[src/design/lrbt_pkg.sv]
// Shared types and sizes for the latest-record-before-time lookup.
// Used by the record cell and the top level; no dependencies.
`default_nettype none

package lrbt_pkg;

   localparam int TABLE_DEPTH = 256;
   localparam int PRN_SLOTS   = 64;

   localparam int PRN_W   = 6;
   localparam int TIME_W  = 32;
   localparam int COUNT_W = 9;
   localparam int SLOT_W  = 8;

   localparam logic [COUNT_W-1:0] COUNT_MAX = 9'd511;

   localparam logic CSR_MAX_AGE = 1'b0;
   localparam logic CSR_MAX_PRN = 1'b1;

   typedef struct packed {
      logic [PRN_W-1:0]  prn;
      logic [TIME_W-1:0] time_sec;
   } rec_type;

   typedef struct packed {
      logic shift;
      logic rotate;
   } cell_ctl_type;

endpackage

`default_nettype wire

[src/design/lrbt_cell.sv]
// One record cell of the chain: shifts toward the old end on append and
// rotates toward cell zero during a scan. Depends on lrbt_pkg.
`default_nettype none

module lrbt_cell import lrbt_pkg::*; (
   input  wire logic         clock,
   input  wire cell_ctl_type ctl,
   input  wire rec_type      left_in,
   input  wire rec_type      right_in,
   output rec_type           rec_out
);

   rec_type rec_ff;
   rec_type rec_in;

   always_comb begin
      rec_in = rec_ff;
      if (ctl.shift) begin
         rec_in = left_in;
      end else if (ctl.rotate) begin
         rec_in = right_in;
      end
   end

   always_ff @(posedge clock) begin
      rec_ff <= rec_in;
   end

   assign rec_out = rec_ff;

endmodule

`default_nettype wire

[config.mk]
export PLATFORM = sky130hd
export DESIGN_NAME = lrbt_cell
export DESIGN_NICKNAME = d
export VERILOG_FILES = /design/src/design/lrbt_pkg.sv /design/src/design/lrbt_cell.sv
export SDC_FILE = /design/constraint.sdc
export NUM_CORES = 1
export LEC_CHECK = 0
export ABC_AREA = 1
export BUFFER_PORTS_ARGS = -buffer_cell sky130_fd_sc_hd__buf_2
export CAP_MARGIN = 40
export CORE_UTILIZATION = 35
export CTS_BUF_LIST = sky130_fd_sc_hd__clkbuf_4 sky130_fd_sc_hd__clkbuf_8
export DETAILED_ROUTE_END_ITERATION = 8
export PLACE_DENSITY = 0.69
export SKIP_LAST_GASP = 1
export SLEW_MARGIN = 20
export SYNTH_ARGS = -nofsm -noshare
export SYNTH_HDL_FRONTEND = slang
export SYNTH_SLANG_ARGS = --single-unit
[constraint.sdc]
create_clock -name clock -period 1.8 [get_ports clock]
set_input_delay 0.18 -clock clock [delete_from_list [all_inputs] [get_ports clock]]
set_output_delay 0.18 -clock clock [all_outputs]
set_load 0.01 [all_outputs]
Yosys cells after proc, flatten, opt, wreduce, memory -nomap -nowiden --
Index checks and enable logic that the tools add are counted.
Storage, ports and cells: flip-flop bits (word level) 38
Operators by class: reductions and logical operators 1, multiplexer cells 2
Operators with widths (count):
- 38-bit 2-to-1 mux | 2
- 2-bit nonzero test | 1

Logic depth before layout (Yosys ltp) --
word-level depth 2, mapped depth 5, depth with buffers taken out 3

Worst setup path after synthesis --
Ideal clock, no wire load.
path type input-to-reg, start input port ctl[1] (netlist name), end register rec_ff, in the netlist rec_out[0], enable pin, library setup time 0.378 ns, cell stages on the path 2, required time 1.422 ns, slack 0.574 ns, arrival time 0.847 ns, path through buf_4 -> or2_2
Between the ends: longest elaborated chain between the ends 1
Ends and longest elaborated chain:
- from (decl) | line lrbt_cell.sv:7 | input wire cell_ctl_type ctl,
- 2-bit nonzero test (no line)
- to (signal assigned) | line lrbt_cell.sv:26 | rec_ff <= rec_in;
- to (decl) | line lrbt_cell.sv:13 | rec_type rec_ff;
No other way between the ends. A chain may end at the register's enable or synchronous reset.

==> results.cfg <==
[run_status]
status = completed

[sta]
tightest_slew_ns = 0.614
setup_viol = 0
finalHoldViolCount = 0
final_max_slew_viol_count = 0
slew_headroom_pct = 59.0
final.setup.tns_ns = 0
timing.fmax_ghz = 0.871
period_share_pct = 63.8
fin_crit_ns = 1.15
grt_setup_unrepaired = no

[critical_path]
cp_num_cells = 5
slowest_stage = inv_2
max_stage_delay_ns = 0.35
cp_top_family = buffers and inverters
start_kind = primary input
end_kind = flip-flop
path_buf_inv = 3
cp.required_ns = 1.83
crit_type = primary input to flip-flop
worstPathMaxFanout = 39
worstPathArrival_ns = 1.18
cp_common_cell = nand2_1
worstPathCellList = buf_2 > buf_4 > inv_2 > nand2_1 > nand2_1

[clock_network]
clock_sinks = 38
clk_path_buf_depth = 2
post-cts-setup-buffer-count = 0
numCtsBuffers = 5
cts_hold_buf = 0
cts_tree = yes
cts-root-buf = clkbuf_8
cts_resized = 0
path_clk_slew_ns = 0.07
ctsHtreeMaxLevel = 2

[die]
dieArea_um2 = 4950
boundaryPins = 117
core_um2 = 4410
die_h_um = 70.4
start_util_pct = 37.1
rows = 24
fp.dieW_um = 70.4

[placed_design]
dp_hpwl_um = 2690
gp_congestion = 0.670
port_buffers = 116
place_inst = 324

[global_route]
grt_max_degree = 40
grt_usage_pct = 15.3
grt_pass1_vias = 1378
grt_overflow = 0
grt_pass1_wl_um = 5850
antenna_found_initial = 0

[routing]
drt-initial-drc-count = 49
drc = 0
routed_wl_um = 3710
ant_nets = 0
routed-via-count = 1466
wire_per_inst_um = 11.2
vias_per_cell = 4.44
dr.pass1.iters = 4

[cells_and_area]
fill_cells = 439
drive_gt1_share_pct = 45.0
area_growth_pct = 42.5
fin_nets = 358
antennaDiodeCount = 0
largest_reg_flops = 38
post-route-util_pct = 52.8
stdcell_count = 330

[hold_path]
hold_start = right_in[17]
whs_path_depth = 3
hold_end = rec_out[17]
min_path_type = primary input to flip-flop

[synth]
synthCells = 162
ys_types = 7
ys_ff_latch = 38
ys_seq_area_share_pct = 69.7
syn_area_um2 = 1640
avgSynthCellArea_um2 = 10.1
synth_fp_nets = 241
ys_warn_count = 0

[power]
p_leak_nw = 1.25
peakVddDrop_mv = 0.429
p_switching_mw = 0.477
internal-power_mw = 1.50
swShare_pct = 24.2
pwr-share-clk_pct = 26.5
power.density_nw_per_um2 = 846
combPwrFrac_pct = 17.4
power_mw = 1.97
pwr-share-seq_pct = 56.1

[run]
drv_cap = 0
worst min-delay path, delay by kind of cell:
| family | cells | cell delay (ns) |
|---|---|---|
| and+or+nand+nor | 2 | 0.08 |
| buffers and inverters | 1 | 0.07 |
metrics by stage:
step	instance area (µm²)	hold slack, ns	setup slack [ns]
final	2330	0.160	0.651
after global routing	2330	0.153	0.499
after CTS	2330	0.149	0.641
after detailed placement	2260	0.447	0.333
after global placement	2230	0.445	0.365
after floorplan	1640	0.359	0.574
cell usage in the layout (no fill, tap or decap):
cell      synthesis  layout
buf_2             4     116
nand2_1         114     114
edfxtp_1         38      38
clkbuf_8          0       5
inv_2             1       1
or2_2             1       1
clkinv_1          0       1
buf_16            0       1
buf_4             2       1
cells in the mapped netlist:
| cell | number | area, µm² |
|---|---|---|
| buf_6 | 2 | 22.5 |
| buf_4 | 2 | 15.0 |
| or2_2 | 1 | 6.26 |
| buf_2 | 4 | 20.0 |
| nand2_1 | 114 | 428 |
| inv_2 | 1 | 3.75 |
| edfxtp_1 | 38 | 1140 |
power by group through the flow:
stage / Combinational [mW] / Sequential (mW) / Clock (mW)
floorplan: 0.0974 / 1.19 / 0
global placement: 0.336 / 1.12 / 0
detailed placement: 0.349 / 1.13 / 0
CTS: 0.349 / 1.11 / 0.539
global route: 0.382 / 1.12 / 0.572
finish: 0.344 / 1.11 / 0.523
kinds of logic after synthesis:
group | after synthesis | synth area share, %
flops | 38 | 69.7
simple gates | 115 | 26.5
buf+inv | 9 | 3.75
metal layers:
layer	GRT usage (%)	part of all wire [%]	up-vias
li1	-	-	747
met1	17.3	40	645
met2	25.6	50	70
met3	6.64	9.2	4
met4	5.56	0.97	0
met5	0	0	-
layout make-up:
class / instances / area, µm² / share of cell area (%)
sequential: 38 / 1140 / 48.9
timing repair buffer: 118 / 616 / 26.4
multi-input combinational: 115 / 434 / 18.6
clock buffer: 5 / 68.8 / 2.95
tap: 52 / 65.1 / 2.79
clock inverter: 1 / 3.75 / 0.161
inverter: 1 / 3.75 / 0.161
worst max-delay path by stage:
stage / startpoint / to / slack (ns)
after floorplan: ctl[1] / rec_out[0] / 0.57
after global placement: ctl[1] / rec_out[36] / 0.36
after detailed placement: ctl[1] / rec_out[8] / 0.33
after CTS: ctl[1] / rec_out[31] / 0.64
after global routing: ctl[1] / rec_out[19] / 0.50
final: ctl[1] / rec_out[31] / 0.65
(Power assumes the default switching activity.)
