--- src/design/lrbt_ram.sv ---
// Generic single-write, single-read RAM with a registered read port.
// No dependencies.
`default_nettype none

module lrbt_ram #(
   parameter int WIDTH = 8,
   parameter int DEPTH = 16
) (
   input  wire logic                     clock,
   input  wire logic                     we,
   input  wire logic [$clog2(DEPTH)-1:0] waddr,
   input  wire logic [WIDTH-1:0]         wdata,
   input  wire logic [$clog2(DEPTH)-1:0] raddr,
   output logic      [WIDTH-1:0]         rdata
);

   logic [WIDTH-1:0] mem_ff [DEPTH];
   logic [WIDTH-1:0] rdata_ff;

   always_ff @(posedge clock) begin
      if (we) begin
         mem_ff[waddr] <= wdata;
      end
      rdata_ff <= mem_ff[raddr];
   end

   assign rdata = rdata_ff;

endmodule

`default_nettype wire

--- config.mk ---
export PLATFORM = sky130hd
export DESIGN_NAME = lrbt_ram
export DESIGN_NICKNAME = d
export VERILOG_FILES = /design/src/design/lrbt_ram.sv
export SDC_FILE = /design/constraint.sdc
export NUM_CORES = 1
export LEC_CHECK = 0
export BUFFER_PORTS_ARGS = -buffer_cell sky130_fd_sc_hd__buf_2
export CELL_PAD_IN_SITES_DETAIL_PLACEMENT = 0
export CELL_PAD_IN_SITES_GLOBAL_PLACEMENT = 2
export CORE_ASPECT_RATIO = 1.25
export CORE_MARGIN = 2
export CORE_UTILIZATION = 48
export CTS_CLUSTER_DIAMETER = 80
export DETAILED_ROUTE_END_ITERATION = 12
export GPL_TIMING_DRIVEN = 0
export PLACE_DENSITY_LB_ADDON = 0.1
export SYNTH_ARGS = -nofsm -noshare
export SYNTH_HDL_FRONTEND = slang
export SYNTH_SLANG_ARGS = --single-unit
--- constraint.sdc ---
create_clock -name clock -period 2.6 [get_ports clock]
set_clock_uncertainty 0.2 [all_clocks]
set_input_delay 0.26 -clock clock [delete_from_list [all_inputs] [get_ports clock]]
set_output_delay 0.26 -clock clock [all_outputs]
set_load 0.02 [all_outputs]
======== Word-level counts from Yosys, hierarchy flattened ========
Memory sizes are Yosys's and may differ from the RTL's. A register that Yosys moved wholly into a read port is not among the register bits.
Index checks and enable logic that the tools add are counted.
storage, ports and cells
  flip-flop bits (word level) ............. 0
  bits in latches ......................... 0
  bits in writable memories ............... 128
  memory bits (read-only) ................. 0
  input bits .............................. 18
  output and inout bits ................... 8
  logic and storage cells ................. 3
  memories kept ........................... 1
cells by class
  add/subtract/negate cells ............... 0
  multiply operators ...................... 0
  divide/modulo/power cells ............... 0
  magnitude comparators ................... 0
  eq/ne operators ......................... 0
  shifts and indexed selects .............. 0
  mux-type cells .......................... 2
  bitwise gates (word level) .............. 0
  reduce and logical (&&, ||, !) cells .... 0
memory list
  name    depth  width  rd ports  clocked after Yosys merged registers in  write ports  RTL line  RTL
  mem_ff  16     8      1         1                                        1            17        logic [WIDTH-1:0] mem_ff [DEPTH];
operators with widths
  kind    number
  $mux 1  2

======== Longest topological paths before layout ========
Gate-level depths: netlist of the first run.
  depth after elaboration ................. 2
  depth in mapped cells ................... 5

======== Least setup slack after synthesis of the first run ========
OpenSTA, ideal clock, no wires.
  path kind ............................... input to register
  from .................................... input port waddr[2]
  to ...................................... memory mem_ff[0][0] (enable)
  library setup time ...................... 0.383 ns
  data arrival time ....................... 1.370 ns
  setup slack ............................. 0.647 ns
  stages .................................. 2
  path buffers ............................ 0
  cells stage by stage .................... or3b_2 nor3_1
RTL lines
  element          RTL line  RTL
  start, declared  11        input wire logic [$clog2(DEPTH)-1:0] waddr,
  end, declared    17
No word-level cell before the write port.

======== Worst setup path after layout of the first run ========
  from .................................... input port waddr[2]
  to ...................................... memory mem_ff[0][0] (enable)
No word-level cell before the write port.

==> reports/metrics.cfg, run 1 <==
[floorplan]
dieWidth_um=96.6
io_pins=26
die_h_um=120
core-area_um2=10500
rows=42
fp.dieArea_um2=11600
start_util_pct=49.0

[synthesis]
synth_fp_nets=247
syn_inst=229
yosys_warnings=0
synth-edff-count=128
ys_types=19
seq_area_frac_synth_pct=77.8
synth_seq_cells=136
synth_flop_cell=edfxtp_1
avgSynthCellArea_um2=22.5
syn-cell-area_um2=5150
synthArstFlopShare_pct=0

[routing]
vias=2337
ant_nets=0
drt-total-wl_um=10000
routedWlPerCell_um=24.0
detailedRoute.firstIterationViolations=197
drc=0
drt-pass1-iter-count=4
post_drt_via_cell_ratio=5.60

[sta]
slew_viol_final=0
tightest_slew_ns=1.31
min_period_ns=2.10
tns_ns=0
slew_headroom_pct=12.1
max_freq_mhz=476
final-setup-viol-count=0
hold_viol=0
post-route-period-util_pct=80.8
rsz0062_at_grt=no

[min_path]
whs_path_depth=1
worstHoldPathType=input port to flop

[cts]
cts_resized=0
path_clk_slew_ns=0.06
clockBufferDepth=2
postCtsHoldBufs=0
cts_buffers=17
cts_setup_buffers=0
insertion_delay_ns=0.41
clock-root-buffer=clkbuf_16
cts_tree=yes
h-tree-depth=4
clock-sinks=136

[critical_path]
crit_arrival_ns=1.92
cp-end-kind=flop
path_cells=buf_2 -> or3b_2 -> nor3_1
slowest_delay_ns=1.01
cp-start-kind=input port
crit_fanout=8
crit_type=input port to flop
ff2ff_path_depth=3
required_ns=2.42
critPathSlowestCell=nor3_1

[run_status]
status=finished clean

[finish]
drive_above_1_share_pct=29.8
final_common_cell=edfxtp_1
final_cell_mix=edfxtp_1, buf_2, clkbuf_16
finalNetCount=290
fill_cells=796
multi_input_area_um2=1060
post-route-util_pct=57.7
regArea_um2=4000
finalNonFillerCells=417
area_delta_synth_final_pct=17.8
antenna_cells=0

[global_route]
globalRouteTotalUtil_pct=18.6
grt_max_degree=17
grt_overflow=0
grt_pass1_vias=2496
antenna_found_initial=0
grt_pass1_wl_um=15000

[power]
vdd_drop_max_mv=0.528
p_per_area_nw_per_um2=847
power.leakage_nw=2.06
post-layout-total-power_mw=5.13

[run]
max_cap_viol_count=0

[place]
place_hpwl_um=6450
placed_cells=385
gp_congestion=0.720
io_buffers=24

[layer usage]
layer | part of all wire, % | vias up | track usage, %
met5 | 0 | - | 0
met4 | 1.8 | 0 | 7.57
met3 | 4.2 | 12 | 4.37
met2 | 53 | 60 | 31.4
met1 | 41 | 1208 | 23.5
li1 | - | 1057 | -
[synthesized netlist by cell type (2+ instances only)]
master | instances | area, um2
edfxtp_1 | 128 | 3840
mux4_2 | 18 | 405
a22oi_1 | 16 | 120
mux4_1 | 14 | 368
nor2_1 | 13 | 48.8
nand2_1 | 9 | 33.8
dfxtp_1 | 8 | 160
nor3_1 | 4 | 20.0
buf_2 | 3 | 15.0
buf_6 | 3 | 33.8
clkdlybuf4s25_2 | 3 | 30.0
nand2b_1 | 2 | 12.5
nand3b_1 | 2 | 15.0
[cell type report]
type / count / share of cell area, %
tap: 132 / 2.72
multi-input combinational: 83 / 17.5
timing repair buffer: 24 / 1.98
buffer: 10 / 1.42
clock buffer: 25 / 9.59
clock inverter: 7 / 0.743
sequential: 136 / 66.0
[kinds of logic after synthesis]
logic type | after synthesis | share of synthesized area (%)
AO/OA/AOI/OAI | 16 | 2.33
buffers and inverters | 10 | 1.68
flip-flops | 136 | 77.8
multiplexers | 32 | 15.0
AND/OR/NAND/NOR | 35 | 3.18
[sequential cells by signal, indices dropped and copies added (netlist names)]
register  flops
mem_ff      128
rdata         8
[stage by stage]
stage | area, um2 | hold WS (ns) | worst slack, ns
detailed placement | 5430 | 0.472 | -0.0397
global route | 6060 | 0.0448 | 0.405
global placement | 5430 | 0.461 | -0.0109
CTS | 6060 | 0.0322 | 0.392
floorplan | 5150 | 0.159 | 0.647
finish | 6060 | 0.0455 | 0.498
[worst paths after layout]
kind | from | slack [ns] | end
hold reg to reg | mem_ff[11][1]$_DFFE_PP_ | 0.48 | rdata[1]$_DFF_P_
hold / removal | wdata[6] | 0.05 | mem_ff[12][6]$_DFFE_PP_
setup / recovery | waddr[2] | 0.50 | mem_ff[0][0]$_DFFE_PP_
setup reg to reg | mem_ff[5][0]$_DFFE_PP_ | 0.97 | rdata[0]$_DFF_P_
[power by group]
group	internal, mW	leakage [nW]	total (mW)	switching, mW
registers	2.45	1.22	2.46	0.0109
logic	0.0975	0.516	0.249	0.152
clock network	1.56	0.316	2.42	0.864
total	4.11	2.06	5.13	1.03
[worst max-delay path: cells and delay by family]
kind                   cells  cell delay (ns)
buffers and inverters      1             0.13
AND/OR/NAND/NOR            2             1.53
(Power assumes the default switching activity.)
==> run 2: changes to the inputs <==
Clock period 2.6 ns to 2.2 ns, I/O delays scaled along.
==> run 2 against run 1 <==
  * Sequential share of layout area decreased by 0.11 points
  * Critical path depth unchanged
  * Sequential power increased by 18%
  * Worst hold slack got worse by 0.037 ns
  * Sequential cell count unchanged
  * Register-to-register slack got worse by 0.41 ns
  * Total power increased by 18%
  * Wire length unchanged
  * Global-route usage unchanged
  * Final area increased by 0.17%
  * Critical path type unchanged
  * Critical endpoint is now mem_ff[0][7]$_DFFE_PP_
==> reports/metrics.cfg, run 2 (same netlist as run 1, synthesis figures left out) <==
[critical_path]
crit_arrival_ns=1.91
critPathBufInv=1
cp-start-kind=input port
reg2reg_from=mem_ff[5][0]$_DFFE_PP_
cp-end-kind=flop
crit_fanout=8
path_cells=buf_2 -> or3b_2 -> nor3_1
crit_type=input port to flop
critPathSlowestCell=nor3_1
ff2ff_path_depth=3
slowest_delay_ns=1.04
critPathTopFamily=simple AND/OR/NAND/NOR gates
reg2reg_to=rdata[0]$_DFF_P_
required_ns=2.01
r2r_setup_slack_ns=0.56

[routing]
drt-pass1-iter-count=4
ant_nets=0
routedWlPerCell_um=24.0
drt-total-wl_um=10000
vias=2353
drc=0
post_drt_via_cell_ratio=5.63
detailedRoute.firstIterationViolations=203

[min_path]
hold_end=mem_ff[7][5]$_DFFE_PP_
worstHoldPathType=input port to flop
whs_path_depth=1
hp-start=wdata[5]

[power]
p_clk_share_pct=47.1
swShare_pct=19.9
intPower_mw=4.86
p_sw_mw=1.20
power.leakage_nw=2.06
vdd_drop_max_mv=0.624
power_frac_seq_pct=48.0
post-layout-total-power_mw=6.06
p_comb_share_pct=4.9
p_per_area_nw_per_um2=998

[finish]
final_common_cell=edfxtp_1
finalNetCount=291
final_area_um2=6070
largest_register_ffs=128
drive_above_1_share_pct=29.7
area_delta_synth_final_pct=18.0
final_cell_mix=edfxtp_1, buf_2, clkbuf_16
top_register=mem_ff
antenna_cells=0

[cts]
insertion_delay_ns=0.41
clockBufferDepth=2
path_clk_slew_ns=0.06
cts_tree=yes
cts_buffers=17
clock-sinks=136
h-tree-depth=4
cts_resized=0
clock-root-buffer=clkbuf_16

[floorplan]
rows=42
dieWidth_um=96.6
die_h_um=120
start_util_pct=49.0
fp.dieArea_um2=11600
core-area_um2=10500
io_pins=26

[sta]
worst_slack_ns=0.107
post-route-period-util_pct=95.1
slew_viol_final=0
min_period_ns=2.09
max_freq_mhz=478
hold_viol=0
slew_headroom_pct=9.57
final-setup-viol-count=0
tightest_slew_ns=1.35
rsz0062_at_grt=no

[global_route]
grt_pass1_wl_um=14900
globalRouteTotalUtil_pct=18.6
grt_max_degree=17
grt_pass1_vias=2504
antenna_found_initial=0
grt_overflow=0

[run]
max_cap_viol_count=0

[place]
io_buffers=24
pre_cts_ws_ns=-0.400
place_hpwl_um=6450
post_dp_cell_area_um2=5430
gp_congestion=0.720

[run_status]
status=finished clean

## run 2: changes by cell type in the layout (fill, tap and decap cells not counted), sizes merged
| cell | delta |
|---|---|
| dlygate4sd3 | +1 |
## run 2: stage by stage
step / util, % / TNS [ns] / hold slack, ns / instances
3_3_place_gp: 51.7 / -3.55 / 0.423 / 385
4_1_cts: 57.8 / 0 / 0.00276 / 418
5_1_grt: 57.8 / 0 / 0.0125 / 418
6_report: 57.8 / 0 / 0.00811 / 418
2_1_floorplan: - / 0 / 0.119 / 229
3_5_place_dp: 51.7 / -4.31 / 0.435 / 385
## run 2: timing repair
action                     CTS  global route
hold buffers                 1             0
setup buffers                0             0
setup endpoints to repair    0             0
hold endpoints to repair     8             0
## run 2: power groups by stage
stage | Clock (mW) | Combinational, mW | Sequential, mW
after floorplan | 0 | 0.147 | 2.98
after global placement | 0 | 0.300 | 2.96
after detailed placement | 0 | 0.301 | 2.96
after CTS | 2.89 | 0.303 | 2.91
after global routing | 3.01 | 0.320 | 2.91
final | 2.85 | 0.296 | 2.91
## run 2: final cells by class
class | count | area (um2)
timing repair buffer | 25 | 130
fill | 795 | 4440
buffer | 10 | 86.3
clock inverter | 7 | 45.0
sequential | 136 | 4000
multi-input combinational | 83 | 1060
tap | 132 | 165
clock buffer | 25 | 582
## run 2: worst register-to-register path, cell delays in order, from the launching register on
cell and delay [ns]:
edfxtp_1 0.37, mux4_1 0.56, a22oi_1 0.27, nand2_1 0.12
## run 2: per-layer routing
| layer | global-route usage (%) | wire (um) |
|---|---|---|
| met1 | 23.5 | 4200 |
| met2 | 31.5 | 5360 |
| met3 | 4.37 | 324 |
| met4 | 7.57 | 123 |
| met5 | 0 | 0 |
## run 2: worst max path at each step
| stage | from | endpoint | slack, ns | cells after the start |
|---|---|---|---|---|
| finish | waddr[2] | mem_ff[0][7]$_DFFE_PP_ | 0.11 | 3 |
| CTS | waddr[2] | mem_ff[0][5]$_DFFE_PP_ | 0.03 | 3 |
| floorplan | waddr[2] | mem_ff[0][0]$_DFFE_PP_ | 0.29 | 2 |
| global route | waddr[2] | mem_ff[0][3]$_DFFE_PP_ | 0.04 | 3 |
| detailed placement | waddr[2] | mem_ff[0][1]$_DFFE_PP_ | -0.40 | 3 |
| global placement | waddr[2] | mem_ff[0][1]$_DFFE_PP_ | -0.37 | 3 |
==> run 3: changes to the inputs <==
--- a/config.mk
+++ b/config.mk
@@ -16,4 +16,5 @@
 export GPL_TIMING_DRIVEN = 0
 export PLACE_DENSITY_LB_ADDON = 0.1
+export SLEW_MARGIN = 20
 export SYNTH_ARGS = -nofsm -noshare
 export SYNTH_HDL_FRONTEND = slang
==> constraint.sdc (replaced) <==
create_clock -name clock -period 2.2 [get_ports clock]
set_clock_uncertainty 0.2 [all_clocks]
set_input_delay 0.66 -clock clock [delete_from_list [all_inputs] [get_ports clock]]
set_output_delay 0.66 -clock clock [all_outputs]
set_load 0.02 [all_outputs]
==> run 3 against run 2 <==
  * Die area is the same
  * Utilization grew 0.35 points
  * Critical path type unchanged
  * Setup slack lost 0.052 ns
  * Total power grew 4.8%
  * Wire length shrank 0.11%
  * Critical endpoint is now mem_ff[3][2]$_DFFE_PP_
  * Cell count shrank 0.24%
  * First-iteration DRC count shrank 16%
  * Sequential power is essentially flat
  * Largest power group is now the clock network
  * Count of clock-buffer cells in the layout shrank 6
==> reports/metrics.cfg, run 3 (same netlist as run 1, synthesis figures left out) <==
[run_status]
status=finished clean

[critical_path]
crit_type=input port to flop
r2r_setup_slack_ns=0.60
cp-start-kind=input port
crit_fanout=8
crit_arrival_ns=1.98
cp-end-kind=flop
required_ns=2.03

[global_route]
globalRouteTotalUtil_pct=18.8
grt_overflow=0
grt_max_degree=17
antenna_found_initial=0
grt_pass1_vias=2418
grt_pass1_wl_um=15000

[run]
max_cap_viol_count=0

[cts]
cts_tree=yes
insertion_delay_ns=0.41
cts_buffers=17
cts_setup_buffers=0
clockBufferDepth=2
h-tree-depth=4
cts_resized=0
clock-root-buffer=clkbuf_16
clock-sinks=136
postCtsHoldBufs=0
path_clk_slew_ns=0.06

[floorplan]
rows=42
die_h_um=120
dieWidth_um=96.6
io_pins=26
fp.dieArea_um2=11600
core-area_um2=10500
start_util_pct=49.0

[routing]
vias=2345
routedWlPerCell_um=24.0
detailedRoute.firstIterationViolations=170
ant_nets=0
drt-pass1-iter-count=4
post_drt_via_cell_ratio=5.62
drc=0
drt-total-wl_um=10000

[sta]
rsz0062_at_grt=yes
tightest_slew_ns=0.840
max_freq_mhz=466
slew_headroom_pct=43.8
tns_ns=0
post-route-period-util_pct=97.5
final-setup-viol-count=0
hold_viol=0
min_period_ns=2.15
slew_viol_final=0

[power]
power.leakage_nw=2.06
vdd_drop_max_mv=0.647
p_per_area_nw_per_um2=1040

[finish]
top_register=mem_ff
antenna_cells=0
largest_register_ffs=128
final_cell_mix=edfxtp_1, buf_2, mux4_2
finalNetCount=290
area_delta_synth_final_pct=18.7
drive_above_1_share_pct=30.5
final_common_cell=edfxtp_1
regArea_um2=4000
multi_input_area_um2=1080
post-route-util_pct=58.1
fill_cells=788

[min_path]
worstHoldPathType=input port to flop

[place]
place_hpwl_um=6390
gp_congestion=0.733
io_buffers=24

==> run 3: cell count changes in the layout (fill, tap and decap cells not counted) <==
cell,previous run,this run
clkinvlp_4,0,1
dlygate4sd3_1,1,0
inv_4,2,0
clkbuf_16,22,17
bufinv_16,0,6
clkinv_2,3,4
nor3_2,1,4
clkbuf_1,1,2
nor3_1,3,0
clkbuf_8,2,0
==> run 3: area by class of cell <==
cell class | instances | share of cell area, %
Buffer | 10 | 1.41
Clock buffer | 19 | 7.08
Clock inverter | 13 | 3.69
Multi-Input combinational cell | 83 | 17.6
Sequential cell | 136 | 65.5
Tap cell | 132 | 2.70
Timing Repair Buffer | 24 | 1.97
==> run 3: where the power goes <==
group | switching [mW] | total (mW) | leakage [nW] | internal [mW]
sequential | 0.0124 | 2.91 | 1.22 | 2.90
combinational | 0.183 | 0.298 | 0.520 | 0.115
clock | 1.02 | 3.14 | 0.321 | 2.12
total | 1.22 | 6.35 | 2.06 | 5.13
==> run 3: stage by stage <==
| stage | cell area (um2) | instances | hold slack [ns] | setup slack, ns | power (mW) |
|---|---|---|---|---|---|
| floorplan | 5150 | 229 | 0.429 | 0.0739 | 3.13 |
| global placement | 5440 | 385 | 0.460 | -0.493 | 3.26 |
| detailed placement | 5450 | 385 | 0.463 | -0.404 | 3.27 |
| CTS | 6110 | 417 | 0.443 | 0.0384 | 6.38 |
| global route | 6110 | 417 | 0.444 | -0.0160 | 6.52 |
| finish | 6110 | 417 | 0.456 | 0.0550 | 6.35 |
==> run 3: per-layer routing <==
layer,vias up,track usage [%],share of wire [%]
met5,-,0,0
met4,0,8.54,2.1
met3,14,4.66,3.6
met2,52,30.5,53
met1,1225,24.3,41
li1,1054,-,-
==> run 3: path summary, 6_finish.rpt <==
check                               start                     end  depth (start not counted)
hold reg to reg   mem_ff[11][1]$_DFFE_PP_        rdata[1]$_DFF_P_                          3
setup reg to reg   mem_ff[1][1]$_DFFE_PP_        rdata[1]$_DFF_P_                          3
setup / recovery                 waddr[2]  mem_ff[3][2]$_DFFE_PP_                          3
hold / removal                   wdata[4]  mem_ff[2][4]$_DFFE_PP_                          1
==> run 3: worst max-delay path: stages <==
cell    delay (ns)
buf_2         0.12
or3b_2        0.53
nor2_1        0.67
